==> src/rtl/core/gmv_pkg.sv <==
`timescale 1ns / 1ps
// ----------------------------------------------------------------------------
// gmv_pkg: grant message validator shared definitions
// Default sizes, region and error codes, character codes and channel payloads.
// ----------------------------------------------------------------------------
package gmv_pkg;

  // Default message layout
  localparam int unsigned TICKET_BYTES_DEF   = 32;
  localparam int unsigned HEADER_BYTES_DEF   = 68;
  localparam int unsigned ROUTE_HOST_MAX_DEF = 253;
  localparam int unsigned TLS_HOST_MAX_DEF   = 253;
  localparam int unsigned AUDIENCE_MAX_DEF   = 64;
  localparam int unsigned MESSAGE_MAX_DEF    = 1024;

  // Fixed layout points and limits
  localparam int unsigned CNT_W        = 11;
  localparam int unsigned POS_W        = 12;
  localparam logic [CNT_W-1:0] COUNT_TOP = 11'd2047;
  localparam logic [6:0]  LABEL_TOP    = 7'd63;
  localparam int unsigned GRANT_START  = 20;
  localparam int unsigned TICKET_START = 36;

  // Region tags
  localparam logic [3:0] RGN_HEAD     = 4'd0;
  localparam logic [3:0] RGN_PORTS    = 4'd1;
  localparam logic [3:0] RGN_EXPIRY   = 4'd2;
  localparam logic [3:0] RGN_GRANT    = 4'd3;
  localparam logic [3:0] RGN_TICKET   = 4'd4;
  localparam logic [3:0] RGN_PAD      = 4'd5;
  localparam logic [3:0] RGN_ROUTE    = 4'd6;
  localparam logic [3:0] RGN_TLS      = 4'd7;
  localparam logic [3:0] RGN_AUDIENCE = 4'd8;
  localparam logic [3:0] RGN_EXCESS   = 4'd9;

  // Error codes
  localparam logic [3:0] ERR_OK        = 4'd0;
  localparam logic [3:0] ERR_LENGTH    = 4'd1;
  localparam logic [3:0] ERR_VERSION   = 4'd2;
  localparam logic [3:0] ERR_FIELD_LEN = 4'd3;
  localparam logic [3:0] ERR_ZERO_ID   = 4'd4;
  localparam logic [3:0] ERR_GRANT     = 4'd5;
  localparam logic [3:0] ERR_TICKET    = 4'd6;
  localparam logic [3:0] ERR_ROUTE     = 4'd7;
  localparam logic [3:0] ERR_TLS       = 4'd8;
  localparam logic [3:0] ERR_AUDIENCE  = 4'd9;

  localparam logic [7:0] VERSION_ONE = 8'd1;

  // Character codes
  localparam logic [7:0] CHAR_DOT   = 8'h2E;
  localparam logic [7:0] CHAR_DASH  = 8'h2D;
  localparam logic [7:0] CHAR_UNDER = 8'h5F;
  localparam logic [7:0] CHAR_LC_A  = 8'h61;
  localparam logic [7:0] CHAR_LC_Z  = 8'h7A;
  localparam logic [7:0] CHAR_UC_A  = 8'h41;
  localparam logic [7:0] CHAR_UC_Z  = 8'h5A;
  localparam logic [7:0] CHAR_0     = 8'h30;
  localparam logic [7:0] CHAR_9     = 8'h39;

  typedef struct packed {
    logic [7:0] data_byte;
    logic       last;
  } gmv_in_t;

  typedef struct packed {
    logic [7:0]  byte_out;
    logic [3:0]  region;
    logic        done_res;
    logic        accept;
    logic [3:0]  error_code;
    logic [15:0] route_port_out;
    logic [15:0] tls_port_out;
    logic [31:0] server_id_out;
    logic [63:0] expiry_out;
    logic [7:0]  route_length_out;
    logic [7:0]  tls_length_out;
    logic [7:0]  audience_length_out;
  } gmv_out_t;

endpackage

==> src/rtl/core/gmv_stream_if.sv <==
`timescale 1ns / 1ps
// ----------------------------------------------------------------------------
// gmv_stream_if: valid/ready stream channel
// Carries one payload per request; a request moves when valid and ready are high.
// ----------------------------------------------------------------------------
interface gmv_stream_if #(
  parameter type payload_t = logic
);
  logic     valid;
  logic     ready;
  payload_t payload;

  modport source (output valid, output payload, input ready);
  modport sink   (input valid, input payload, output ready);
endinterface

==> src/rtl/core/grant_message_validator.sv <==
`timescale 1ns / 1ps
// ----------------------------------------------------------------------------
// grant_message_validator: byte-stream grant message checker
// Tags each message byte with its region and checks the whole message.
// ----------------------------------------------------------------------------
// Usage:
//   in_i carries one message byte per request (data_byte, last). out_o carries
//   one result per byte: the echoed byte, its region tag and, on the byte
//   marked last, done_res, accept, the first error code and decoded fields.
//   A byte waits in the input register; its result is registered into the
//   result register when that is free, and out_o offers it from there.
//   Throughput is one byte per cycle unless out_o stalls: the checks are compares
//   and counter updates done in one pass between the input and result registers.
//   When the receiver stalls, the pending result holds and the input register
//   still takes one more byte; after that in_i.ready drops until out_o drains.
//   Reset clears the message state and both valid flags; after the last byte
//   of a message the state returns to its reset value for the next message.
// ----------------------------------------------------------------------------
module grant_message_validator #(
  parameter int unsigned TICKET_BYTES   = gmv_pkg::TICKET_BYTES_DEF,
  parameter int unsigned HEADER_BYTES   = gmv_pkg::HEADER_BYTES_DEF,
  parameter int unsigned ROUTE_HOST_MAX = gmv_pkg::ROUTE_HOST_MAX_DEF,
  parameter int unsigned TLS_HOST_MAX   = gmv_pkg::TLS_HOST_MAX_DEF,
  parameter int unsigned AUDIENCE_MAX   = gmv_pkg::AUDIENCE_MAX_DEF,
  parameter int unsigned MESSAGE_MAX    = gmv_pkg::MESSAGE_MAX_DEF
) (
  input  logic          clk_i,
  input  logic          rst_ni,
  gmv_stream_if.sink    in_i,
  gmv_stream_if.source  out_o
);

  localparam int unsigned TICKET_END_I =
      (gmv_pkg::TICKET_START + TICKET_BYTES > HEADER_BYTES) ?
      HEADER_BYTES : gmv_pkg::TICKET_START + TICKET_BYTES;
  localparam int unsigned PW = gmv_pkg::POS_W;
  localparam logic [PW-1:0] TICKET_END  = PW'(TICKET_END_I);
  localparam logic [PW-1:0] R_START     = PW'(HEADER_BYTES);
  localparam logic [PW-1:0] GRANT_POS   = PW'(gmv_pkg::GRANT_START);
  localparam logic [PW-1:0] TICKET_POS  = PW'(gmv_pkg::TICKET_START);
  localparam logic [PW-1:0] MSG_MAX     = PW'(MESSAGE_MAX);
  localparam logic [7:0]    ROUTE_MAX_L = 8'(ROUTE_HOST_MAX);
  localparam logic [7:0]    TLS_MAX_L   = 8'(TLS_HOST_MAX);
  localparam logic [7:0]    AUD_MAX_L   = 8'(AUDIENCE_MAX);

  // Input register
  logic       s1_valid_q;
  logic [7:0] s1_byte_q;
  logic       s1_last_q;
  logic       advance;

  // Result register
  logic             out_valid_q;
  gmv_pkg::gmv_out_t out_q;
  gmv_pkg::gmv_out_t res;

  // Message state
  logic [gmv_pkg::CNT_W-1:0] count_q, count_d, count_inc;
  logic [7:0]  version_q, version_d;
  logic [7:0]  len_q [3];
  logic [7:0]  len_d [3];
  logic [15:0] port0_q, port0_d, port1_q, port1_d;
  logic [31:0] server_q, server_d;
  logic [63:0] expiry_q, expiry_d;
  logic [1:0]  nonzero_q, nonzero_d;
  logic [6:0]  label_q, label_d;
  logic [7:0]  prev_q, prev_d;
  logic [2:0]  fail_q, fail_d;

  // Datapath
  logic [PW-1:0] pos, pos_p1, t_start, a_start, a_end, len_sum;
  logic [3:0]    region;
  logic [3:0]    code;
  logic [7:0]    b;
  logic          dns_active, dns_first, dns_final, dns_bad;
  logic [6:0]    lab_in, lab_nx;
  logic          is_lower, is_upper, is_digit, is_dash, is_dot;

  assign advance       = s1_valid_q && (!out_valid_q || out_o.ready);
  assign in_i.ready    = !s1_valid_q || advance;
  assign out_o.valid   = out_valid_q;
  assign out_o.payload = out_q;

  always_ff @(posedge clk_i or negedge rst_ni) begin
    if (!rst_ni) begin
      s1_valid_q <= 1'b0;
    end else if (in_i.valid && in_i.ready) begin
      s1_valid_q <= 1'b1;
    end else if (advance) begin
      s1_valid_q <= 1'b0;
    end
  end

  always_ff @(posedge clk_i) begin
    if (in_i.valid && in_i.ready) begin
      s1_byte_q <= in_i.payload.data_byte;
      s1_last_q <= in_i.payload.last;
    end
  end

  always_ff @(posedge clk_i or negedge rst_ni) begin
    if (!rst_ni) begin
      out_valid_q <= 1'b0;
    end else if (advance) begin
      out_valid_q <= 1'b1;
    end else if (out_o.ready) begin
      out_valid_q <= 1'b0;
    end
  end

  always_ff @(posedge clk_i) begin
    if (advance) begin
      out_q <= res;
    end
  end

  assign b         = s1_byte_q;
  assign pos       = {1'b0, count_q};
  assign pos_p1    = pos + PW'(1);
  assign count_inc = (count_q == gmv_pkg::COUNT_TOP) ? count_q : count_q + 1'b1;

  assign is_lower = (b >= gmv_pkg::CHAR_LC_A) && (b <= gmv_pkg::CHAR_LC_Z);
  assign is_upper = (b >= gmv_pkg::CHAR_UC_A) && (b <= gmv_pkg::CHAR_UC_Z);
  assign is_digit = (b >= gmv_pkg::CHAR_0) && (b <= gmv_pkg::CHAR_9);
  assign is_dash  = (b == gmv_pkg::CHAR_DASH);
  assign is_dot   = (b == gmv_pkg::CHAR_DOT);

  // Header capture
  always_comb begin
    version_d = version_q;
    len_d     = len_q;
    port0_d   = port0_q;
    port1_d   = port1_q;
    server_d  = server_q;
    expiry_d  = expiry_q;
    if (pos == PW'(0)) begin
      version_d = b;
    end else if (pos <= PW'(3)) begin
      len_d[2'(pos - PW'(1))] = b;
    end else if (pos <= PW'(5)) begin
      port0_d = {port0_q[7:0], b};
    end else if (pos <= PW'(7)) begin
      port1_d = {port1_q[7:0], b};
    end else if (pos <= PW'(11)) begin
      server_d = {server_q[23:0], b};
    end else if (pos <= PW'(19)) begin
      expiry_d = {expiry_q[55:0], b};
    end
  end

  assign t_start = R_START + {4'b0, len_d[0]};
  assign a_start = t_start + {4'b0, len_d[1]};
  assign a_end   = a_start + {4'b0, len_d[2]};

  always_comb begin
    if (pos <= PW'(3))          region = gmv_pkg::RGN_HEAD;
    else if (pos <= PW'(11))    region = gmv_pkg::RGN_PORTS;
    else if (pos < GRANT_POS)   region = gmv_pkg::RGN_EXPIRY;
    else if (pos < TICKET_POS)  region = gmv_pkg::RGN_GRANT;
    else if (pos < TICKET_END)  region = gmv_pkg::RGN_TICKET;
    else if (pos < R_START)     region = gmv_pkg::RGN_PAD;
    else if (pos < t_start)     region = gmv_pkg::RGN_ROUTE;
    else if (pos < a_start)     region = gmv_pkg::RGN_TLS;
    else if (pos < a_end)       region = gmv_pkg::RGN_AUDIENCE;
    else                        region = gmv_pkg::RGN_EXCESS;
  end

  // Running host name check, shared by both host strings
  assign dns_active = (region == gmv_pkg::RGN_ROUTE) || (region == gmv_pkg::RGN_TLS);
  assign dns_first  = (region == gmv_pkg::RGN_ROUTE) ? (pos == R_START) : (pos == t_start);
  assign dns_final  = (region == gmv_pkg::RGN_ROUTE) ? (pos_p1 == t_start)
                                                     : (pos_p1 == a_start);
  assign lab_in     = dns_first ? 7'd0 : label_q;

  always_comb begin
    dns_bad = 1'b0;
    lab_nx  = lab_in;
    if (is_dot) begin
      dns_bad = (lab_in == 7'd0) ||
                (!dns_first && (prev_q == gmv_pkg::CHAR_DASH));
      lab_nx  = 7'd0;
    end else begin
      if (!is_lower && !is_digit && !is_dash) dns_bad = 1'b1;
      if ((lab_in == 7'd0) && is_dash)        dns_bad = 1'b1;
      if (lab_in <= gmv_pkg::LABEL_TOP)       lab_nx = lab_in + 7'd1;
      if (lab_nx > gmv_pkg::LABEL_TOP)        dns_bad = 1'b1;
    end
    if (dns_final && ((lab_nx == 7'd0) || is_dash)) dns_bad = 1'b1;
  end

  // Flags after this byte
  always_comb begin
    nonzero_d = nonzero_q;
    fail_d    = fail_q;
    label_d   = label_q;
    prev_d    = prev_q;
    if ((region == gmv_pkg::RGN_GRANT) && (b != 8'd0))  nonzero_d[0] = 1'b1;
    if ((region == gmv_pkg::RGN_TICKET) && (b != 8'd0)) nonzero_d[1] = 1'b1;
    if (dns_active) begin
      label_d = lab_nx;
      prev_d  = b;
      if (dns_bad) begin
        if (region == gmv_pkg::RGN_ROUTE) fail_d[0] = 1'b1;
        else                              fail_d[1] = 1'b1;
      end
    end
    if ((region == gmv_pkg::RGN_AUDIENCE) &&
        !(is_lower || is_upper || is_digit || is_dot || is_dash ||
          (b == gmv_pkg::CHAR_UNDER))) begin
      fail_d[2] = 1'b1;
    end
  end

  assign len_sum = {4'b0, len_d[0]} + {4'b0, len_d[1]} + {4'b0, len_d[2]} + R_START;

  // First failing check wins
  always_comb begin
    if ({1'b0, count_inc} > MSG_MAX)             code = gmv_pkg::ERR_LENGTH;
    else if (version_d != gmv_pkg::VERSION_ONE)  code = gmv_pkg::ERR_VERSION;
    else if ((len_d[0] == 8'd0) || (len_d[0] > ROUTE_MAX_L) ||
             (len_d[1] == 8'd0) || (len_d[1] > TLS_MAX_L) ||
             (len_d[2] == 8'd0) || (len_d[2] > AUD_MAX_L) ||
             (len_sum > MSG_MAX))                code = gmv_pkg::ERR_FIELD_LEN;
    else if ({1'b0, count_inc} != len_sum)       code = gmv_pkg::ERR_LENGTH;
    else if ((port0_d == 16'd0) || (port1_d == 16'd0) ||
             (server_d == 32'd0))                code = gmv_pkg::ERR_ZERO_ID;
    else if (!nonzero_d[0])                      code = gmv_pkg::ERR_GRANT;
    else if (!nonzero_d[1])                      code = gmv_pkg::ERR_TICKET;
    else if (fail_d[0])                          code = gmv_pkg::ERR_ROUTE;
    else if (fail_d[1])                          code = gmv_pkg::ERR_TLS;
    else if (fail_d[2])                          code = gmv_pkg::ERR_AUDIENCE;
    else                                         code = gmv_pkg::ERR_OK;
  end

  always_comb begin
    res          = '0;
    res.byte_out = b;
    res.region   = region;
    if (s1_last_q) begin
      res.done_res            = 1'b1;
      res.accept              = (code == gmv_pkg::ERR_OK);
      res.error_code          = code;
      res.route_port_out      = port0_d;
      res.tls_port_out        = port1_d;
      res.server_id_out       = server_d;
      res.expiry_out          = expiry_d;
      res.route_length_out    = len_d[0];
      res.tls_length_out      = len_d[1];
      res.audience_length_out = len_d[2];
    end
  end

  assign count_d = count_inc;

  // Advance message state; drop it after the last byte
  always_ff @(posedge clk_i or negedge rst_ni) begin
    if (!rst_ni) begin
      count_q   <= '0;
      version_q <= '0;
      len_q     <= '{default: '0};
      port0_q   <= '0;
      port1_q   <= '0;
      server_q  <= '0;
      expiry_q  <= '0;
      nonzero_q <= '0;
      label_q   <= '0;
      prev_q    <= '0;
      fail_q    <= '0;
    end else if (advance) begin
      if (s1_last_q) begin
        count_q   <= '0;
        version_q <= '0;
        len_q     <= '{default: '0};
        port0_q   <= '0;
        port1_q   <= '0;
        server_q  <= '0;
        expiry_q  <= '0;
        nonzero_q <= '0;
        label_q   <= '0;
        prev_q    <= '0;
        fail_q    <= '0;
      end else begin
        count_q   <= count_d;
        version_q <= version_d;
        len_q     <= len_d;
        port0_q   <= port0_d;
        port1_q   <= port1_d;
        server_q  <= server_d;
        expiry_q  <= expiry_d;
        nonzero_q <= nonzero_d;
        label_q   <= label_d;
        prev_q    <= prev_d;
        fail_q    <= fail_d;
      end
    end
  end

endmodule

==> src/flat_wrapper.sv <==
// flat-port wrapper written by rule: the top's interface ports become plain ports
module grant_message_validator_flat import gmv_pkg::*;
#(
  parameter int unsigned TICKET_BYTES   = gmv_pkg::TICKET_BYTES_DEF,
  parameter int unsigned HEADER_BYTES   = gmv_pkg::HEADER_BYTES_DEF,
  parameter int unsigned ROUTE_HOST_MAX = gmv_pkg::ROUTE_HOST_MAX_DEF,
  parameter int unsigned TLS_HOST_MAX   = gmv_pkg::TLS_HOST_MAX_DEF,
  parameter int unsigned AUDIENCE_MAX   = gmv_pkg::AUDIENCE_MAX_DEF,
  parameter int unsigned MESSAGE_MAX    = gmv_pkg::MESSAGE_MAX_DEF
)
  (clk_i, rst_ni, in_i_valid, in_i_payload, in_i_ready, out_o_valid, out_o_payload, out_o_ready);
  gmv_stream_if #(.payload_t(gmv_in_t)) in_i_i ();
  gmv_stream_if #(.payload_t(gmv_out_t)) out_o_i ();
  input  logic clk_i;
  input  logic rst_ni;
  input wire logic [$bits(in_i_i.valid)-1:0] in_i_valid;
  input wire logic [$bits(in_i_i.payload)-1:0] in_i_payload;
  output wire logic [$bits(in_i_i.ready)-1:0] in_i_ready;
  output wire logic [$bits(out_o_i.valid)-1:0] out_o_valid;
  output wire logic [$bits(out_o_i.payload)-1:0] out_o_payload;
  input wire logic [$bits(out_o_i.ready)-1:0] out_o_ready;
  assign in_i_i.valid = in_i_valid;
  assign in_i_i.payload = in_i_payload;
  assign in_i_ready = in_i_i.ready;
  assign out_o_valid = out_o_i.valid;
  assign out_o_payload = out_o_i.payload;
  assign out_o_i.ready = out_o_ready;
  grant_message_validator #(.TICKET_BYTES(TICKET_BYTES), .HEADER_BYTES(HEADER_BYTES), .ROUTE_HOST_MAX(ROUTE_HOST_MAX), .TLS_HOST_MAX(TLS_HOST_MAX), .AUDIENCE_MAX(AUDIENCE_MAX), .MESSAGE_MAX(MESSAGE_MAX)) u_core (.clk_i(clk_i), .rst_ni(rst_ni), .in_i(in_i_i), .out_o(out_o_i));
endmodule
==> config.mk <==
export PLATFORM = sky130hd
export DESIGN_NAME = grant_message_validator_flat
export DESIGN_NICKNAME = d
export VERILOG_FILES = /design/src/rtl/core/gmv_pkg.sv /design/src/rtl/core/gmv_stream_if.sv /design/src/rtl/core/grant_message_validator.sv /design/src/flat_wrapper.sv
export SDC_FILE = /design/constraint.sdc
export NUM_CORES = 1
export LEC_CHECK = 0
export ABC_AREA = 1
export BUFFER_PORTS_ARGS = -buffer_cell sky130_fd_sc_hd__buf_2
export CAP_MARGIN = 20
export CORE_MARGIN = 5
export CORE_UTILIZATION = 25
export DETAILED_ROUTE_END_ITERATION = 8
export SYNTH_ARGS = -nofsm -noshare
export SYNTH_HDL_FRONTEND = slang
export SYNTH_SLANG_ARGS = --single-unit
==> constraint.sdc <==
create_clock -name clk_i -period 10.17 [get_ports clk_i]
set_clock_uncertainty 0.15 [all_clocks]
set_input_delay 1.017 -clock clk_i [delete_from_list [all_inputs] [get_ports clk_i]]
set_output_delay 1.017 -clock clk_i [all_outputs]
set_load 0.005 [all_outputs]
==> impl_metrics.csv <==
group,metric,value,unit
setup_path,startpoint_type,"flip-flop",
yosys,yosys_warnings,0,
place,dpl_cell_area,20700,um2
global_routing,grt_remaining_overflow,0,
global_routing,grt_usage,13.2,%
outcome,status,"finished, final reports clean",
final_layout,drive_gt1_share,15.5,%
clock_tree,post_cts.repair.setup_buffers,0,
setup_path,critPathSlowestCell,"o21ai_0",
timing,grt_setup_unrepaired,"false",
timing,drv_slew,0,
timing,period_minus_slack,8.58,ns
clock_tree,post_cts_resized,0,
timing,final.setup.tns,0,ns
run,cap_violations,0,
route,drc,0,
clock_tree,cts_tree,"yes",
final_layout,multi_input_area,7030,um2
power,cellPowerDensity,271,nW/um2
place,place_hpwl,38.2,mm
route,avgRoutedWirePerCell,17.3,um
yosys,synth_edf_count,179,
final_layout,fin_nets,2276,
die,rows,100,
yosys,ys_ff_latch,372,
timing,setup_viol,0,
route,vias_per_cell,4.64,
timing,hold_viol_final,0,
power,ir_drop,0.118,mV
final_layout,layout_commonest_cell,"nand2_1",
route,drt_iter0_drc,1260,
route,num_vias,14800,
place,numPlacedInstances,3114,
clock_tree,clkLatencyLatePin,0.57,ns
route,antenna_left,0,
final_layout,layoutNonFillerInstCount,3193,
global_routing,grt_pass1_vias,14300,
global_routing,grt_pass1_wl,85.7,mm
yosys,syn_avg_cell_area,9.22,um2
final_layout,fin_area,22300,um2
die,ios,185,
place,gp_congestion,0.909,
final_layout,final_cell_mix,"nand2_1, inv_1, nor2_1",
final_layout,nFillCells,7846,
timing,tightest_slew,1.05,ns
setup_path,path_class,"flip-flop to flip-flop",
yosys,synth_cell_types,56,
yosys,synth_fp_nets,2124,
setup_path,r2r_cells,55,
setup_path,crit_top_cell,"nand2_1",
hold_path,hp-class,"input pin to asynchronous set/reset pin",
global_routing,antenna_found_initial,0,
die,die_x,284,um
power,p_leak,10.6,nW
timing,max_freq,117,MHz
setup_path,arrival,8.75,ns
setup_path,critPathRequiredTime,10.35,ns
clock_tree,postCtsHoldBufs,0,
die,core_area,74600,um2
setup_path,endpoint_kind,"flip-flop",
route,dr.pass1.iters,6,
timing,period_share,84.3,%
yosys,ys.flop_type,"dfrtp_1",
yosys,synth_area,18800,um2
die,chipHeight,284,um
timing,relSlewSlack,30.0,%
clock_tree,clock-sinks,372,
final_layout,syn2layout_area_growth,18.5,%
setup_path,crit_fanout,21,
die,die_area,80800,um2
yosys,synth_cells,2039,
final_layout,seq_area,10200,um2
clock_tree,cts_buffers,41,
place,port_buffers,184,
yosys,synth_async_sr_flop_share,51.9,%
yosys,ys_seq_area_share,54.3,%
setup_path,max_stage_delay,0.66,ns
clock_tree,ctsLongestPathBuffers,3,
final_layout,diodes,0,
die,start_util,25.2,%
route,finalWirelength,55.3,mm
clock_tree,htree_levels,2,
clock_tree,clkSlewWorstSetupHoldPaths,0.06,ns
clock_tree,cts_root_buffer,"clkbuf_16",
global_routing,grt_max_degree,129,
==> where the power goes <==
| group | leakage (nW) | total [W] | internal (W) | switching, W |
|---|---|---|---|---|
| combinational | 5.46 | 0.00252 | 0.000878 | 0.00165 |
| clock | 0.705 | 0.00162 | 0.000966 | 0.000653 |
| sequential | 4.45 | 0.00191 | 0.00183 | 0.0000812 |
==> Yosys cell counts, types with 9 or more instances <==
master    instances  area, um2
nand2_1         308       1160
nand2_2          13       81.3
o21ai_0         188        941
xor2_1           30        263
nand4_1          35        219
o22ai_1         183       1140
edfxtp_1        179       5380
ha_1             69        863
nor4_1           14       87.6
nand2_4           9        101
dfrtp_1         193       4830
xnor2_1          11       96.3
nand3_1          40        200
nor2_1          213        800
inv_2            11       41.3
nor3_1            9       45.0
clkbuf_1         93        349
inv_1           304       1140
a21oi_1          43        215
==> flip-flops by register name (all words and copies together) (netlist names) <==
name                  count
u_core.b                  8
u_core.count_q           11
u_core.expiry_q          64
u_core.fail_q             3
u_core.label_q            7
u_core.len_q             24
u_core.nonzero_q          2
u_core.out_o.payload    170
u_core.out_o.valid        1
u_core.port0_q           16
u_core.port1_q           16
u_core.prev_q             8
u_core.s1_last_q          1
u_core.s1_valid_q         1
u_core.server_q          32
u_core.version_q          8
==> path summary, 6_finish.rpt <==
kind | from | endpoint | slack [ns]
min in group clk_i | u_core.b[6]$_DFFE_PP_ | u_core.out_o.payload[168]$_DFFE_PP_ | 0.33
max in group asynchronous | rst_ni | u_core.len_q[5]$_DFFE_PN0P_ | 8.22
worst max register to register | u_core.count_q[1]$_DFFE_PN0P_ | u_core.out_o.payload[156]$_SDFFCE_PN0P_ | 1.59
worst min-delay path | rst_ni | u_core.expiry_q[49]$_DFFE_PN0P_ | 0.29
worst min register to register | u_core.b[6]$_DFFE_PP_ | u_core.out_o.payload[168]$_DFFE_PP_ | 0.33
worst max-delay path | u_core.count_q[1]$_DFFE_PN0P_ | u_core.out_o.payload[156]$_SDFFCE_PN0P_ | 1.59
==> cells by family (layout without fill, tap and decap cells) <==
family                   after synthesis  after routing  share of synthesized area (%)
adder cells (fa/ha/maj)               72             72                           4.91
AND/OR/NAND/NOR                      674            674                           16.1
flip-flops                           372            372                           54.3
XOR/XNOR                              41             41                           1.91
AO/OA/AOI/OAI                        465            465                           14.4
buffers and inverters                415            600                           8.39
==> worst max-delay path, delay by kind of cell, from the launching register on <==
family	cells	cell delay, ns
adders and majority gates	5	1.50
buffers and inverters	1	0.18
DFF	1	0.55
and+or+nand+nor	37	3.57
AOI/OAI and AO/OA	10	1.98
xor gates and xnor gates	2	0.41
==> area by class of cell <==
| class | instances | area share [%] |
|---|---|---|
| clock buffers | 51 | 4.96 |
| multi-input cells | 1252 | 31.5 |
| flip-flops and latches | 372 | 45.8 |
| inverters | 317 | 5.42 |
| well taps | 969 | 5.44 |
| repair buffers | 207 | 5.18 |
| clock inverters | 25 | 1.67 |
==> per-layer routing <==
layer  global-route usage [%]  share of wire, %  up-vias
met5                        0                 0        -
met1                     17.8                45     7105
met3                     2.76               5.9       64
li1                         -                 -     7216
met4                     3.49               2.5        0
met2                     21.7                47      420
==> stage by stage <==
step                total power, W  utilization, %  setup slack, ns  hold slack, ns
global route               0.00652            29.9            0.673           0.288
CTS                        0.00611            29.8             1.70           0.259
finish                     0.00605            29.9             1.59           0.287
floorplan                  0.00371               -             2.86           0.274
global placement           0.00443            27.8             1.91           0.319
detailed placement         0.00445            27.8             1.75           0.327
Note: power is estimated with default switching activity, not from simulation.
